<file path="config.mk">
export PLATFORM = sky130hd
export DESIGN_NAME = base64_stream_decoder
export DESIGN_NICKNAME = d
export VERILOG_FILES = /design/src/rtl/b64d_pkg.sv /design/src/rtl/b64d_core.sv /design/src/rtl/base64_stream_decoder.sv
export SDC_FILE = /design/constraint.sdc
export NUM_CORES = 1
export LEC_CHECK = 0
export BUFFER_PORTS_ARGS = -buffer_cell sky130_fd_sc_hd__buf_2
export CORE_MARGIN = 2
export CORE_UTILIZATION = 50
export CTS_CLUSTER_SIZE = 8
export DETAILED_ROUTE_END_ITERATION = 16
export PLACE_DENSITY = 0.67
export SLEW_MARGIN = 20
export SYNTH_ARGS = -nofsm -noshare
export SYNTH_HDL_FRONTEND = slang
export SYNTH_SLANG_ARGS = --single-unit
export TNS_END_PERCENT = 100
</file>
<file path="constraint.sdc">
create_clock -name clk -period 10.5 [get_ports clk]
set_input_delay 1.05 -clock clk [delete_from_list [all_inputs] [get_ports clk]]
set_output_delay 1.05 -clock clk [all_outputs]
set_load 0.01 [all_outputs]
</file>
<file path="src/rtl/b64d_pkg.sv">
// shared types, codes and character functions of the base64 stream decoder
package b64d_pkg;

	localparam logic       KIND_DATA   = 1'b0;
	localparam logic       KIND_STATUS = 1'b1;

	localparam logic [1:0] ST_OK  = 2'd0;
	localparam logic [1:0] ST_BAD = 2'd1;
	localparam logic [1:0] ST_LEN = 2'd2;
	localparam logic [1:0] ST_CAP = 2'd3;

	localparam logic [7:0]  PAD_CHAR     = 8'h3D;
	localparam logic [16:0] CAP_RESET    = 17'h10000;
	localparam int          CAP_WIDTH    = 17;
	localparam int          OUT_TDATA_W  = 32;

	typedef struct packed {
		logic       present;
		logic [7:0] ch;
		logic       last;
	} b64d_item_t;

	typedef struct packed {
		logic        kind;
		logic [7:0]  out_byte;
		logic [1:0]  status;
		logic [15:0] byte_count;
		logic        last;
	} b64d_res_t;

	function automatic logic is_blank(input logic [7:0] c);
		return (c == 8'h20) || (c >= 8'd9 && c <= 8'd13);
	endfunction

	// {valid, sextet}
	function automatic logic [6:0] sextet_of(input logic [7:0] c);
		logic [7:0] d;
		d = 8'd0;
		if (c >= 8'h41 && c <= 8'h5A) begin
			d = c - 8'h41;
			return {1'b1, d[5:0]};
		end else if (c >= 8'h61 && c <= 8'h7A) begin
			d = c - 8'h61 + 8'd26;
			return {1'b1, d[5:0]};
		end else if (c >= 8'h30 && c <= 8'h39) begin
			d = c - 8'h30 + 8'd52;
			return {1'b1, d[5:0]};
		end else if (c == 8'h2B) begin
			return {1'b1, 6'd62};
		end else if (c == 8'h2F) begin
			return {1'b1, 6'd63};
		end
		return 7'd0;
	endfunction

endpackage

</file>
<file path="src/rtl/b64d_core.sv">
// per-message decode state, one character per cycle while go is set, up to two results per word
module b64d_core #(
	parameter int LEN_WIDTH = 16
) (
	input  logic                           clk,
	input  logic                           arst_n,
	input  logic                           go,
	input  b64d_pkg::b64d_item_t           item,
	input  logic [b64d_pkg::CAP_WIDTH-1:0] capacity,
	output logic                           res0_valid,
	output b64d_pkg::b64d_res_t            res0,
	output logic                           res1_valid,
	output b64d_pkg::b64d_res_t            res1
);
	import b64d_pkg::*;

	localparam int CW = (LEN_WIDTH + 2 > CAP_WIDTH + 1) ? LEN_WIDTH + 2 : CAP_WIDTH + 1;
	localparam int BW = (LEN_WIDTH > 16) ? LEN_WIDTH : 16;

	logic [1:0]           pos_q, nx_pos;
	logic [5:0]           held_q, nx_held;
	logic                 pad_q, nx_pad;
	logic                 fin_q, nx_fin;
	logic                 err_q, nx_err;
	logic                 started_q, nx_started;
	logic [LEN_WIDTH-1:0] blank_q, nx_blank;
	logic [LEN_WIDTH-1:0] len_q, nx_len;
	logic [LEN_WIDTH-1:0] bytes_q, nx_bytes;

	logic                 blank;
	logic [6:0]           sx;
	logic                 sx_ok;
	logic [5:0]           v;
	logic                 active;
	logic [LEN_WIDTH:0]   sum;
	logic                 emit;
	logic [7:0]           dbyte;
	logic [CW-1:0]        quarter;
	logic [CW-1:0]        need;
	logic                 short_cap;
	logic [1:0]           st;
	logic [BW-1:0]        cnt_ext;

	always_comb begin
		nx_pos     = pos_q;
		nx_held    = held_q;
		nx_pad     = pad_q;
		nx_fin     = fin_q;
		nx_err     = err_q;
		nx_started = started_q;
		nx_blank   = blank_q;
		nx_len     = len_q;
		nx_bytes   = bytes_q;
		blank      = is_blank(item.ch);
		sx         = sextet_of(item.ch);
		sx_ok      = sx[6];
		v          = sx[5:0];
		active     = 1'b0;
		sum        = '0;
		emit       = 1'b0;
		dbyte      = '0;
		if (item.present) begin
			if (blank) begin
				if (started_q && blank_q != '1) begin
					nx_blank = blank_q + 1'b1;
				end
			end else begin
				active = !fin_q && !err_q;
				if (!started_q) begin
					nx_started = 1'b1;
					nx_len     = LEN_WIDTH'(1);
				end else begin
					sum    = {1'b0, len_q} + {1'b0, blank_q} + (LEN_WIDTH+1)'(1);
					nx_len = sum[LEN_WIDTH] ? '1 : sum[LEN_WIDTH-1:0];
				end
				if (active && blank_q != '0) begin
					nx_err = 1'b1;
					active = 1'b0;
				end
				nx_blank = '0;
				if (active) begin
					unique case (pos_q)
						2'd0: begin
							if (!sx_ok) begin
								nx_err = 1'b1;
							end else begin
								nx_held = v;
								nx_pos  = 2'd1;
							end
						end
						2'd1: begin
							if (!sx_ok) begin
								nx_err = 1'b1;
							end else begin
								emit    = 1'b1;
								dbyte   = {held_q, v[5:4]};
								nx_held = v;
								nx_pos  = 2'd2;
							end
						end
						2'd2: begin
							if (item.ch == PAD_CHAR) begin
								nx_pad = 1'b1;
								nx_pos = 2'd3;
							end else if (!sx_ok) begin
								nx_err = 1'b1;
							end else begin
								emit    = 1'b1;
								dbyte   = {held_q[3:0], v[5:2]};
								nx_held = v;
								nx_pos  = 2'd3;
							end
						end
						default: begin
							if (pad_q) begin
								if (item.ch == PAD_CHAR) begin
									nx_fin = 1'b1;
								end else begin
									nx_err = 1'b1;
								end
							end else if (item.ch == PAD_CHAR) begin
								nx_fin = 1'b1;
							end else if (!sx_ok) begin
								nx_err = 1'b1;
							end else begin
								emit   = 1'b1;
								dbyte  = {held_q[1:0], v};
								nx_pos = 2'd0;
							end
						end
					endcase
					if (emit && bytes_q != '1) begin
						nx_bytes = bytes_q + 1'b1;
					end
				end
			end
		end
	end

	// end of message status from the updated state
	always_comb begin
		quarter   = CW'(nx_len >> 2);
		need      = (quarter << 1) + quarter + CW'(1);
		short_cap = need > CW'(capacity);
		cnt_ext   = BW'(nx_bytes);
		priority if (nx_len[1:0] != 2'd0) begin
			st = ST_LEN;
		end else if (short_cap) begin
			st = ST_CAP;
		end else if (nx_err) begin
			st = ST_BAD;
		end else begin
			st = ST_OK;
		end
	end

	always_comb begin
		res0_valid      = go && emit;
		res0.kind       = KIND_DATA;
		res0.out_byte   = dbyte;
		res0.status     = ST_OK;
		res0.byte_count = '0;
		res0.last       = 1'b0;
		res1_valid      = go && item.last;
		res1.kind       = KIND_STATUS;
		res1.out_byte   = '0;
		res1.status     = st;
		res1.byte_count = (st == ST_OK) ? cnt_ext[15:0] : 16'd0;
		res1.last       = 1'b1;
	end

	always_ff @(posedge clk or negedge arst_n) begin
		if (!arst_n) begin
			pos_q     <= '0;
			held_q    <= '0;
			pad_q     <= 1'b0;
			fin_q     <= 1'b0;
			err_q     <= 1'b0;
			started_q <= 1'b0;
			blank_q   <= '0;
			len_q     <= '0;
			bytes_q   <= '0;
		end else if (go) begin
			if (item.last) begin
				pos_q     <= '0;
				held_q    <= '0;
				pad_q     <= 1'b0;
				fin_q     <= 1'b0;
				err_q     <= 1'b0;
				started_q <= 1'b0;
				blank_q   <= '0;
				len_q     <= '0;
				bytes_q   <= '0;
			end else begin
				pos_q     <= nx_pos;
				held_q    <= nx_held;
				pad_q     <= nx_pad;
				fin_q     <= nx_fin;
				err_q     <= nx_err;
				started_q <= nx_started;
				blank_q   <= nx_blank;
				len_q     <= nx_len;
				bytes_q   <= nx_bytes;
			end
		end
	end

`ifndef SYNTHESIS
	a_clear_after_last: assert property (@(posedge clk) disable iff (!arst_n)
		go && item.last |=> !started_q && len_q == '0 && bytes_q == '0)
		else $error("message state not cleared after end of message");
	a_hold_when_idle: assert property (@(posedge clk) disable iff (!arst_n)
		!go |=> $stable(pos_q) && $stable(len_q) && $stable(bytes_q))
		else $error("decode state moved without a word");
	a_no_byte_when_stopped: assert property (@(posedge clk) disable iff (!arst_n)
		res0_valid |-> !fin_q && !err_q)
		else $error("byte emitted after padding or error");
`endif

endmodule

</file>
<file path="src/rtl/base64_stream_decoder.sv">
// top level: input register, decode core and result queue of the base64 stream decoder
// a taken word waits in the input register until the queue has room; its results then enter the result queue
// throughput: one character per cycle while the four-entry result queue holds two or fewer
// a character that also ends the message can give two results, a data byte and then the status
// reset: clears the message state and the queue, out_capacity returns to 65536
module base64_stream_decoder #(
	parameter int LEN_WIDTH = 16
) (
	input  logic                           clk,
	input  logic                           arst_n,
	input  logic                           s_tvalid,
	output logic                           s_tready,
	input  logic [7:0]                     s_tdata,   // in_char
	input  logic                           s_tuser,   // present
	input  logic                           s_tlast,   // is_last
	output logic                           m_tvalid,
	input  logic                           m_tready,
	output logic [b64d_pkg::OUT_TDATA_W-1:0] m_tdata, // out_byte, status, byte_count
	output logic                           m_tuser,   // kind
	output logic                           m_tlast,   // last_of_run
	input  logic                           cfg_valid,
	output logic                           cfg_ready,
	input  logic [b64d_pkg::CAP_WIDTH-1:0] cfg_data   // out_capacity
);
	import b64d_pkg::*;

	localparam int QD = 4;

	logic                 s1_valid;
	b64d_item_t           item_s1;
	logic [CAP_WIDTH-1:0] cap_q;
	logic                 adv;
	logic                 r0v, r1v;
	b64d_res_t            r0, r1;
	b64d_res_t            que_q [QD];
	b64d_res_t            que_nx [QD];
	logic [2:0]           cnt_q;
	logic [2:0]           base;
	logic [2:0]           cnt_nx;
	logic                 pop;

	assign cfg_ready = 1'b1;
	assign adv       = s1_valid && (cnt_q <= 3'd2);
	assign s_tready  = !s1_valid || adv;
	assign pop       = m_tvalid && m_tready;

	always_ff @(posedge clk or negedge arst_n) begin
		if (!arst_n) begin
			cap_q <= CAP_RESET;
		end else if (cfg_valid && cfg_ready) begin
			cap_q <= cfg_data;
		end
	end

	always_ff @(posedge clk or negedge arst_n) begin
		if (!arst_n) begin
			s1_valid <= 1'b0;
		end else if (s_tready) begin
			s1_valid <= s_tvalid;
		end
	end

	always_ff @(posedge clk) begin
		if (s_tvalid && s_tready) begin
			item_s1.present <= s_tuser;
			item_s1.ch      <= s_tdata;
			item_s1.last    <= s_tlast;
		end
	end

	b64d_core #(
		.LEN_WIDTH(LEN_WIDTH)
	) u_core (
		.clk       (clk),
		.arst_n    (arst_n),
		.go        (adv),
		.item      (item_s1),
		.capacity  (cap_q),
		.res0_valid(r0v),
		.res0      (r0),
		.res1_valid(r1v),
		.res1      (r1)
	);

	// shift queue: head always in entry zero
	always_comb begin
		base   = cnt_q - {2'b0, pop};
		cnt_nx = base + {2'b0, r0v} + {2'b0, r1v};
		for (int i = 0; i < QD; i++) begin
			if (pop && i < QD - 1) begin
				que_nx[i] = que_q[i + 1];
			end else begin
				que_nx[i] = que_q[i];
			end
			if (r0v && base == 3'(i)) begin
				que_nx[i] = r0;
			end
			if (r1v && (base + {2'b0, r0v}) == 3'(i)) begin
				que_nx[i] = r1;
			end
		end
	end

	always_ff @(posedge clk or negedge arst_n) begin
		if (!arst_n) begin
			cnt_q <= '0;
		end else begin
			cnt_q <= cnt_nx;
		end
	end

	always_ff @(posedge clk) begin
		for (int i = 0; i < QD; i++) begin
			que_q[i] <= que_nx[i];
		end
	end

	assign m_tvalid = cnt_q != 3'd0;
	assign m_tuser  = que_q[0].kind;
	assign m_tlast  = que_q[0].last;
	assign m_tdata  = {6'b0, que_q[0].byte_count, que_q[0].status, que_q[0].out_byte};

`ifndef SYNTHESIS
	a_queue_bound: assert property (@(posedge clk) disable iff (!arst_n)
		cnt_q <= 3'(QD))
		else $error("result queue overflow");
	a_status_is_last: assert property (@(posedge clk) disable iff (!arst_n)
		m_tvalid |-> (que_q[0].kind == KIND_STATUS) == que_q[0].last)
		else $error("last flag does not match result kind");
	a_data_clean: assert property (@(posedge clk) disable iff (!arst_n)
		m_tvalid && que_q[0].kind == KIND_DATA |->
			que_q[0].status == ST_OK && que_q[0].byte_count == 16'd0)
		else $error("data word carries status fields");
	a_stall_keeps_item: assert property (@(posedge clk) disable iff (!arst_n)
		s1_valid && !adv |=> s1_valid)
		else $error("stalled word dropped");
`endif

endmodule

</file>
# Word-level counts from Yosys, hierarchy flattened

Memory sizes are Yosys's and may differ from the RTL's.
Index checks and enable logic that the tools add are counted.

Input bits: 32
RAM bits: 112
Bits in latches: 0
Memories: 1
Memory bits (read-only): 0
Bits in registers: 91
Logic and storage cells: 216

Reduce and logical (&&, ||, !) cells: 48
Shift operators: 0
Bitwise gates (word level): 0
Multiplexer cells: 106
Add/sub/neg operators: 14
Multiply operators: 0
Div/mod/pow operators: 0
Equal/unequal tests: 22
Magnitude comparators: 10

Memory list:

| name  | words | bits a word | rd ports | clocked after memory_dff | write ports | RTL line                    | RTL |
|---|---|---|---|---|---|---|---|
| que_q | 4     | 28          | 4        | 0                        | 4           | base64_stream_decoder.sv:35 | `b64d_res_t que_q [QD];` |

Operators by type and width:

| cell                    | count |
|---|---|
| $mux W28                | 11 |
| $mux W16                | 15 |
| $mux W8                 | 9 |
| $mux W7                 | 6 |
| $mux W1                 | 41 |
| $mux W6                 | 6 |
| $add A16 B1 Y16 const B | 2 |
| $eq A8 B6 Y1 const B    | 4 |
| $ne A16 B16 Y1 const B  | 2 |
| $mux W2                 | 13 |
| $pmux W8 S3             | 1 |
| $logic_and A1 B1 Y1     | 21 |
| $add A18 B1 Y18 const B | 1 |
| $gt A18 B17 Y1          | 1 |
| $reduce_and A6 Y1       | 3 |
| $add A16 B16 Y17        | 1 |
| $add A17 B1 Y17 const B | 1 |
| $add A15 B14 Y16        | 1 |
| $ge A8 B7 Y1 const B    | 2 |
| $le A8 B7 Y1 const B    | 2 |
| $reduce_bool A16 Y1     | 1 |
| $eq A3 B2 Y1 const B    | 4 |
| $pmux W6 S2             | 1 |
| $reduce_bool A3 Y1      | 4 |
| 31 further kinds        | 47 |

# Logic depth before layout (Yosys ltp)

Gate-level depths: netlist (run 1).

Depth in word-level cells: 22
Mapped depth: 31
Gate-level depth less buffers: 30

# Modules after synthesis

A second synthesis (run 1) with hierarchy kept.

Cell total of the unflattened synthesis: 1369
Area, all modules: 13470.4 um^2

By module, submodules not included:

| module                | times used | area an instance (um^2) | cells an instance | sequential area each (um^2) |
|---|---|---|---|---|
| base64_stream_decoder | 1          | 6906.6                  | 526               | 4190.3 |
| b64d_core             | 1          | 6563.8                  | 843               | 1501.4 |

# Worst setup path after synthesis (run 1)

No wires, ideal clock.

Path type: reg-to-reg
From: reg u_core.blank_q[0]
To: mem que_q[0][13] (netlist bit) (data pin)
Period minus slack after synthesis: 6821 ps
Required time: 10347 ps
Path buffers: 2
Library setup time: 153 ps
Path slack: 3679 ps
Arrival: 6668 ps
Cell stages (with the launch flop): 31
Cells stage by stage: dfrtp_1 -> inv_1 -> ha_1 -> inv_1 -> fa_1 -> a211oi_1 -> o21a_1 -> a2111oi_1 -> nor2_2 -> a21boi_1 -> or2_2 -> clkbuf_1 -> ha_1 -> fa_1 -> a211oi_1 -> o21ai_0 -> a21oi_1 -> xor2_1 -> or4_1 -> or4_1 -> xor2_1 -> ha_1 -> a21o_1 -> a21oi_1 -> nand2b_1 -> a221oi_1 -> a21oi_1 -> a211oi_2 -> nand2_1 -> clkbuf_1 -> o21ai_0

RTL lines:

| item                     | RTL line                    | RTL |
|---|---|---|
| start: declaration       | b64d_core.sv:26             | `logic [LEN_WIDTH-1:0] blank_q, nx_blank;` |
| start signal: assignment | b64d_core.sv:201            | `blank_q <= nx_blank;` |
| end: declaration         | base64_stream_decoder.sv:35 |  |

==> results of run 1 <==
==> tightest hold or removal path: stages, from the launching register on <==
cell	delay, ps
dfxtp_1	320
nand2b_1	60
a21oi_1	60
==> report_power, final <==
group | leakage [nW] | total [W] | switching (W) | internal [W]
combinational | 3.22 | 0.000726 | 0.000486 | 0.000240
sequential | 2.13 | 0.00108 | 0.0000787 | 0.00100
clock | 0.315 | 0.000719 | 0.000377 | 0.000342
total | 5.67 | 0.00252 | 0.000942 | 0.00158
==> final cells by class <==
cell class | instances | area share (%)
clock buffers | 17 | 3.191
multi-input cells | 1013 | 48.45
flip-flops and latches | 199 | 39.09
inverters | 57 | 1.605
clock inverters | 15 | 1.699
well taps | 324 | 3.041
repair buffers | 72 | 2.928
==> metal layers <==
metal  global-route usage [%]  up-vias  share of wire [%]
met3                    2.805       45                4.4
li1                         -     4874                  -
met2                    36.93      267                 47
met4                    6.880        0                2.0
met5                        0        -                  0
met1                    30.04     4569                 46
==> state kept, by name, summed over array words and instances, names as in the netlist <==
register	flops
u_core.pos_q	2
u_core.fin_q	1
u_core.bytes_q	16
u_core.held_q	6
que_q	108
item_s1	10
cap_q	17
cnt_q	3
u_core.len_q	16
s1_valid	1
u_core.started_q	1
u_core.err_q	1
u_core.pad_q	1
u_core.blank_q	16
==> stage by stage <==
stage | instance area (sq um) | std cells | utilization, % | hold WS (ps) | worst slack [ps]
floorplan | 12170 | 1330 | - | 425.5 | 3679
global placement | 12680 | 1665 | 52.60 | 451.5 | 3038
detailed placement | 12680 | 1665 | 52.60 | 464.7 | 2756
CTS | 13330 | 1697 | 55.30 | 479.7 | 2619
global route | 13330 | 1697 | 55.30 | 509.7 | 1774
finish | 13330 | 1697 | 55.30 | 479.5 | 2601
==> kinds of logic after synthesis <==
| kind of cell | Yosys count | synth area share (%) |
|---|---|---|
| DFF | 199 | 42.89 |
| buffers and inverters | 118 | 4.119 |
| other | 2 | 0.06180 |
| and+or+nand+nor | 471 | 19.17 |
| muxes | 14 | 1.194 |
| xor gates and xnor gates | 64 | 4.675 |
| adders and majority gates | 73 | 7.640 |
| AOI/OAI and AO/OA | 384 | 20.25 |
==> Yosys cell counts (5+ instances only) <==
cell type  count  area, sq um
nor4_1         8        50.05
a31oi_1        9        56.30
a211o_1        6        52.55
and3_1        18        112.6
buf_2         11        55.05
o31ai_1       18        135.1
buf_1          6        22.52
and2_1        19        118.9
o21ai_0      150        750.7
buf_4          9        67.56
a22o_1        12        105.1
nor2b_1        5        31.28
ha_1          71        888.4
nor2_1        80        300.3
nand2b_1      13        81.33
xnor2_1       27        236.5
xor2_1        36        315.3
dfxtp_1       36        720.7
edfxtp_1      82         2462
mux2i_1       10        100.1
inv_1         57        214.0
a22oi_1        7        52.55
a211oi_1      27        202.7
a21o_1        17        127.6
nand3_1       39        195.2
or2_2          6        37.54
o21a_1         6        45.04
and4_1         5        43.79
or3_1          6        37.54
nor3_1        20        100.1
a21boi_0       5        37.54
dfrtp_1       80         2002
nand4_1       20        125.1
o211ai_1      10        75.07
o22ai_1        6        37.54
clkbuf_1      32        120.1
a21oi_1       62        310.3
nand2_1      197        739.5
==> final timing paths <==
kind,startpoint,endpoint,slack [ps],cells after the start
min in group asynchronous,arst_n,u_core.len_q[9]$_DFFE_PN0P_,520,1
hold / removal,que_q[3][23]$_SDFFE_PP0P_,que_q[3][23]$_SDFFE_PP0P_,480,2
max in group asynchronous,arst_n,u_core.held_q[0]$_DFFE_PN0P_,8920,2
setup / recovery,u_core.blank_q[0]$_DFFE_PN0P_,que_q[0][1]$_DFFE_PP_,2600,29
setup reg to reg,u_core.blank_q[0]$_DFFE_PN0P_,que_q[0][1]$_DFFE_PP_,2600,29
hold reg to reg,que_q[3][23]$_SDFFE_PP0P_,que_q[3][23]$_SDFFE_PP0P_,480,2
==> run metrics, run 1 <==
root buf cell clkbuf_16; HP Class reg2reg; antenna viol nets, final 0; total gr overflow 0; die area 25,570 sq um; Num CTS Buffers 17; Post-synth EDFFs 82; DRC 0; family with the most delay on the worst path compound AO/OA/AOI/OAI gates; min cycle time layout 7899 ps; CTS sink cnt 199; initial antenna violation count 0; Overall Power 0.002524 W; clock latency on the worst-skew pair 450 ps; Critical Path AT 8180 ps; count of final hold-check violations 0; H-tree levels 4; drt total wl 27,580 microns; DR pass1 iterations 5; pins over their slew limit 0; Gate Count Post-Synth 1,325; chip width 159.9 microns; mapped cell area 12,150 sq um; asr flop ratio synth 40.70%; share of layout cells above drive strength 1 10.63%; Clock Path Buffers 2; Iteration-0 DRC Markers 646; Largest stage delay, worst path 580 ps; routability congestion estimate 0.8966; Global Route Usage Sum 22.07%; initial core utilization 50.41%; CP Class reg2reg; RSZ-0062 raised after global routing no; Syn-to-layout area delta 9.709%; hold-fix buffers at CTS 0; vias in the first global route 9,357; most frequent cells in the layout nand2_1 (197), o21ai_0 (150), edfxtp_1 (82), nor2_1 (80), dfrtp_1 (80); Yosys reg bits 199; post-CTS setup buffer count 0; CP Max Fanout 16; CP max stage cell or4_1; Setup Total Neg Slack 0 ps; ANT cells 0; nets 1,465; Die Height 159.9 microns; warnings from Yosys 0; startpoint types flop; placed wire-length estimate 20,340 microns; clk slew on worst S/H paths 80 ps; commonest non-fill, non-tap cell in the layout nand2_1; Post-synth top flop edfxtp_1; drt wl/cell 16.25 microns; Final Cycle Share 75.23%; status finished, final reports clean; final setup violation count 0; CTS tree built; Seq/Total Area, Yosys 42.89%; Rows 57; first-pass GRT wire length 46,630 microns; DR vias 9,755; core area 24,110 sq um; CTS resizes 0; Clock Skews 15.35 ps; Mapped Avg Cell Area 9.171 sq um; Max Fclk 0.1266 GHz; multi-input combinational cell area 6459 sq um; Lkg Pwr 5.670 nW; relative slew slack 42.33%; Crit. End Element flop; port buffer count 61; register area 5211 sq um; largest net degree at the start of global routing 53; worst-margin pin slew 857.2 ps; Max IR drop VDD 0.0001161 V; I/O pin cnt 69; Max Cap Viol 0; PwrDens 189.3 nW/um^2; Vias per Instance 5.748; Synth cell types 87; fill count 2,215; Required @ worst endpoint 10,780 ps; buffer and inverter count on the worst path 3
No activity file was read; power rests on OpenSTA's default activity.
==> run 2: changes to the inputs <==
==> constraint.sdc (replaced) <==
create_clock -name clk -period 8.09 [get_ports clk]
set_input_delay 0.809 -clock clk [delete_from_list [all_inputs] [get_ports clk]]
set_output_delay 0.809 -clock clk [all_outputs]
set_load 0.01 [all_outputs]
==> run 2 against run 1 <==
Net effect:
- design area about the same
- clock power up 23%
- register-to-register slack worse by 1900 ps
- count of clock-buffer cells in the layout unchanged
- combinational power up 31%
- setup slack worse by 1900 ps
- global-route usage about the same
- first-iteration DRC count up 4.8%
- sequential share of layout area about the same
==> run metrics, run 2 (same netlist as run 1, synthesis figures left out) <==
placed wire-length estimate 20,710 microns; Internal 0.002039 W; RR Startpoint u_core.blank_q[0]$_DFFE_PN0P_; Vias per Instance 5.762; Place WS 388.0 ps; reg2reg path depth 29; core area 24,110 sq um; drt wl/cell 16.42 microns; setup slack after layout 678.1 ps; Max IR drop VDD 0.0001507 V; Syn-to-layout area delta 9.648%; largest register by flop count que_q; antenna viol nets, final 0; Clock Skews 19.11 ps; Largest stage delay, worst path 570 ps; drt total wl 27,890 microns; CP max stage cell or4_1; startpoint types flop; Overall Power 0.003243 W; min cycle time layout 7412 ps; Crit. End Element flop; H-tree levels 4; Clock Path Buffers 2; DRC 0; Max Fclk 0.1349 GHz; worst-margin pin slew 886.2 ps; clk slew on worst S/H paths 80 ps; Lkg Pwr 5.664 nW; CP Max Fanout 16; PwrDens 243.4 nW/um^2; clock power share 27.4%; fill count 2,254; Required @ worst endpoint 8360 ps; Critical Path Source u_core.blank_q[0]$_DFFE_PN0P_; root buf cell clkbuf_16; largest net degree at the start of global routing 47; CTS sink cnt 199; most frequent cells in the layout nand2_1 (193), o21ai_0 (149), edfxtp_1 (82), nor2_1 (80), dfrtp_1 (80); Iteration-0 DRC Markers 677; Critical Path AT 7680 ps; nets 1,466; port buffer count 61; Comb pwr share 29.2%; die area 25,570 sq um; register area 5211 sq um; commonest non-fill, non-tap cell in the layout nand2_1; initial core utilization 50.41%; flop-to-flop setup slack 680 ps; CP Class reg2reg; status finished, final reports clean; first-pass GRT wire length 46,750 microns; chip width 159.9 microns; register share of total power 43.4%; max FFs per register 108; Num CTS Buffers 17; biggest regs que_q: 108 flops, cap_q: 17 flops; final setup violation count 0; RSZ-0062 raised after global routing no; DR vias 9,784; Setup Total Neg Slack 0 ps; initial antenna violation count 0; Global Route Usage Sum 22.10%; switch share 37.13%; clock latency on the worst-skew pair 450 ps; Max Cap Viol 0; Final Cycle Share 91.62%; pins over their slew limit 0; HP Class in2async; R2R Path End que_q[2][14]$_DFFE_PP_; CTS tree built; count of final hold-check violations 0; routability congestion estimate 0.9192; relative slew slack 40.38%; share of layout cells above drive strength 1 10.99%; NetSw 0.001204 W; multi-input combinational cell area 6476 sq um; Die Height 159.9 microns; DR pass1 iterations 6; ANT cells 0; I/O pin cnt 69; total gr overflow 0; vias in the first global route 9,188; Rows 57; Critical Path End que_q[2][14]$_DFFE_PP_
run 2: cell types whose count changed in the layout (fill, tap and decap cells not counted), sizes merged:
cell,before,now
buf,72,73
clkinv,3,5
inv,69,67
run 2: power groups by stage:
stage	Combinational (W)	Sequential, W	Clock (W)
2_1_floorplan	0.000674	0.00141	0
3_3_place_gp	0.000917	0.00142	0
3_5_place_dp	0.000934	0.00143	0
4_1_cts	0.000940	0.00141	0.000901
5_1_grt	0.00106	0.00143	0.000951
6_report	0.000948	0.00141	0.000887
run 2: repair_timing:
item,in CTS,in global routing
resized for setup,0,6
buffers inserted,0,1
hold buffers,0,0
hold endpoints to repair,0,0
setup endpoints to repair,0,64
run 2: cell type report:
| type | count | area share, % |
|---|---|---|
| clock buffers | 17 | 3.193 |
| clock inverters | 15 | 1.456 |
| inverters | 57 | 1.606 |
| multi-input cells | 1013 | 48.61 |
| flip-flops and latches | 199 | 39.11 |
| well taps | 324 | 3.043 |
| repair buffers | 73 | 2.986 |
run 2: worst min-delay path by stage:
| stage | slack (ps) | end | from |
|---|---|---|---|
| after floorplan | 430 | que_q[3][0]$_SDFFE_PP1P_ | que_q[3][0]$_SDFFE_PP1P_ |
| after global placement | 450 | que_q[3][0]$_SDFFE_PP1P_ | que_q[3][0]$_SDFFE_PP1P_ |
| after detailed placement | 460 | que_q[3][0]$_SDFFE_PP1P_ | que_q[3][0]$_SDFFE_PP1P_ |
| after CTS | 330 | u_core.blank_q[8]$_DFFE_PN0P_ | arst_n |
| after global routing | 350 | u_core.blank_q[8]$_DFFE_PN0P_ | arst_n |
| final | 310 | u_core.blank_q[7]$_DFFE_PN0P_ | arst_n |
run 2: worst max-delay path, delay by kind of cell (launching register included):
family | cells | cell delay [ps]
XOR/XNOR | 2 | 330
AND/OR/NAND/NOR | 6 | 1690
flip-flops | 1 | 430
adder cells (fa/ha/maj) | 5 | 1470
AO/OA/AOI/OAI | 13 | 2990
buffers and inverters | 3 | 320
run 2: metal layers:
| layer | global-route usage (%) | up-vias | routed length, microns |
|---|---|---|---|
| li1 | - | 4883 | - |
| met1 | 30.55 | 4638 | 13300 |
| met2 | 36.42 | 218 | 12980 |
| met3 | 2.494 | 45 | 968 |
| met4 | 7.412 | 0 | 642 |
| met5 | 0 | - | 0 |
run 2: metrics by stage:
stage	instances	cell area (sq um)	hold WS (ps)	utilization (%)
finish	1698	13320	314.3	55.27
global route	1698	13320	353.0	55.27
CTS	1697	13300	326.5	55.17
detailed placement	1665	12680	455.9	52.60
global placement	1665	12680	448.8	52.60
floorplan	1330	12170	425.5	-
==> run 3: changes to the inputs <==
--- a/config.mk
+++ b/config.mk
@@ -6,11 +6,13 @@
 export NUM_CORES = 1
 export LEC_CHECK = 0
 export BUFFER_PORTS_ARGS = -buffer_cell sky130_fd_sc_hd__buf_2
-export CORE_MARGIN = 2
-export CORE_UTILIZATION = 50
+export CELL_PAD_IN_SITES_DETAIL_PLACEMENT = 1
+export CELL_PAD_IN_SITES_GLOBAL_PLACEMENT = 2
+export CORE_MARGIN = 1
+export CORE_UTILIZATION = 39
 export CTS_CLUSTER_SIZE = 8
 export DETAILED_ROUTE_END_ITERATION = 16
-export PLACE_DENSITY = 0.67
+export PLACE_DENSITY_LB_ADDON = 0.1
 export SLEW_MARGIN = 20
 export SYNTH_ARGS = -nofsm -noshare
 export SYNTH_HDL_FRONTEND = slang
==> run 3 against run 2 <==
Net effect:
- count of clock-buffer cells in the layout stayed put
- critical path type unchanged
- largest power group unchanged
- combinational power is 5.4% higher
- setup slack worse by 150 ps
==> run metrics, run 3 (same netlist as run 1, synthesis figures left out) <==
Crit. End Element flop; Overall Power 0.003338 W; core area 30,590 sq um; crit-path most repeated cell ha_1; PwrDens 247.3 nW/um^2; count of final hold-check violations 0; HP Class in2async; status finished, final reports clean; CTS tree built; commonest non-fill, non-tap cell in the layout nand2_1; worst-margin pin slew 1016 ps; Place WS 137.1 ps; Max IR drop VDD 0.0001565 V; Max Fclk 0.1322 GHz; relative slew slack 31.62%; CP Class reg2reg; startpoint types flop; pins over their slew limit 0; most frequent cells in the layout nand2_1 (193), o21ai_0 (140), edfxtp_1 (82), nor2_1 (80), dfrtp_1 (80); Num CTS Buffers 17; max FFs per register 108; Required @ worst endpoint 8380 ps; setup slack after layout 527.7 ps; DRC 0; ANT cells 0; total gr overflow 0; Critical Path AT 7860 ps; CTS sink cnt 199; Global Route Usage Sum 21.81%; Clock Path Buffers 2; clock latency on the worst-skew pair 460 ps; share of layout cells above drive strength 1 11.91%; drt wl/cell 18.73 microns; chip width 178.5 microns; final setup violation count 0; DR pass1 iterations 4; Setup Total Neg Slack 0 ps; biggest regs que_q: 108 flops, cap_q: 17 flops; root buf cell clkbuf_16; initial core utilization 39.73%; H-tree levels 4; Syn-to-layout area delta 11.08%; largest register by flop count que_q; Die Height 178.5 microns; placed wire-length estimate 24,760 microns; buffer and inverter count on the worst path 3; first-pass GRT wire length 54,680 microns; initial antenna violation count 0; Max Cap Viol 0; Vias per Instance 5.602; die area 31,870 sq um; Rows 64; CP Max Fanout 16; I/O pin cnt 69; drt total wl 33,210 microns; Iteration-0 DRC Markers 411; DR vias 9,932; Lkg Pwr 5.692 nW; CP max stage cell or4_1; vias in the first global route 10,220; utilization after layout 44.13%; antenna viol nets, final 0; port buffer count 61; nets 1,469; flop-to-flop setup slack 530 ps; min cycle time layout 7562 ps; routability congestion estimate 0.8447; worst hold slack 230.7 ps; Clock Skews 18.82 ps; Largest stage delay, worst path 600 ps; clk slew on worst S/H paths 90 ps; largest net degree at the start of global routing 59; family with the most delay on the worst path simple AND/OR/NAND/NOR gates; Final Cycle Share 93.48%
==> run 3: cell count changes in the layout (fill, tap and decap cells not counted), moves of 2 or more <==
cell / delta
a21oi_1: -2
inv_12: -2
o21ai_0: -9
a211oi_2: +2
o21ai_1: +6
buf_4: +3
a211oi_1: -2
a21oi_2: +2
o21ai_2: +3
==> run 3: area by class of cell <==
| class | instances | area [sq um] |
|---|---|---|
| fillers | 3578 | 17090 |
| multi-input cells | 1013 | 6521 |
| flip-flops and latches | 199 | 5211 |
| well taps | 396 | 495.5 |
| clock buffers | 17 | 425.4 |
| repair buffers | 76 | 420.4 |
| inverters | 57 | 214.0 |
| clock inverters | 15 | 210.2 |
==> run 3: power by group <==
part	internal (W)	leakage [nW]	switching (W)	total, W
Sequential	0.00130	2.13	0.000109	0.00141
Combinational	0.000321	3.25	0.000678	0.000999
Clock	0.000455	0.309	0.000476	0.000932
Total	0.00207	5.69	0.00126	0.00334
==> run 3: worst reg2reg max path, delay by kind of cell, from the launching register on <==
| family | cells | cell delay [ps] |
|---|---|---|
| AO/OA/AOI/OAI | 10 | 2160 |
| adder cells (fa/ha/maj) | 5 | 1500 |
| AND/OR/NAND/NOR | 8 | 2470 |
| flip-flops | 1 | 420 |
| XOR/XNOR | 2 | 470 |
| buffers and inverters | 3 | 360 |
==> run 3: through the flow <==
step           area (sq um)  cells
2_1_floorplan         12170   1330
3_3_place_gp          12780   1739
5_1_grt               13500   1773
4_1_cts               13420   1771
3_5_place_dp          12780   1739
6_report              13500   1773
==> run 3: worst paths after layout <==
path	start	end	cells after the start
setup / recovery	u_core.blank_q[0]$_DFFE_PN0P_	que_q[1][7]$_DFFE_PP_	28
hold / removal	arst_n	u_core.bytes_q[13]$_DFFE_PN0P_	1
setup reg to reg	u_core.blank_q[0]$_DFFE_PN0P_	que_q[1][7]$_DFFE_PP_	28
hold reg to reg	que_q[3][23]$_SDFFE_PP0P_	que_q[3][23]$_SDFFE_PP0P_	2
max in group asynchronous	arst_n	cap_q[13]$_DFFE_PN0P_	2
min in group clk	que_q[3][23]$_SDFFE_PP0P_	que_q[3][23]$_SDFFE_PP0P_	2
==> run 3: layer usage <==
metal / global-route usage [%] / up-vias / part of all wire [%]
met2: 37.77 / 93 / 49
met1: 28.45 / 4938 / 48
met4: 6.179 / 0 / 1.3
met5: 0 / - / 0
met3: 2.515 / 22 / 1.5
li1: - / 4879 / -
==> run 3: what timing repair did <==
item / CTS / global route
setup buffers: 0 / 2
hold buffers: 0 / 0
gates resized for setup: 1 / 24
pin swaps: 0 / 1
endpoints found under the setup margin: 1 / 70
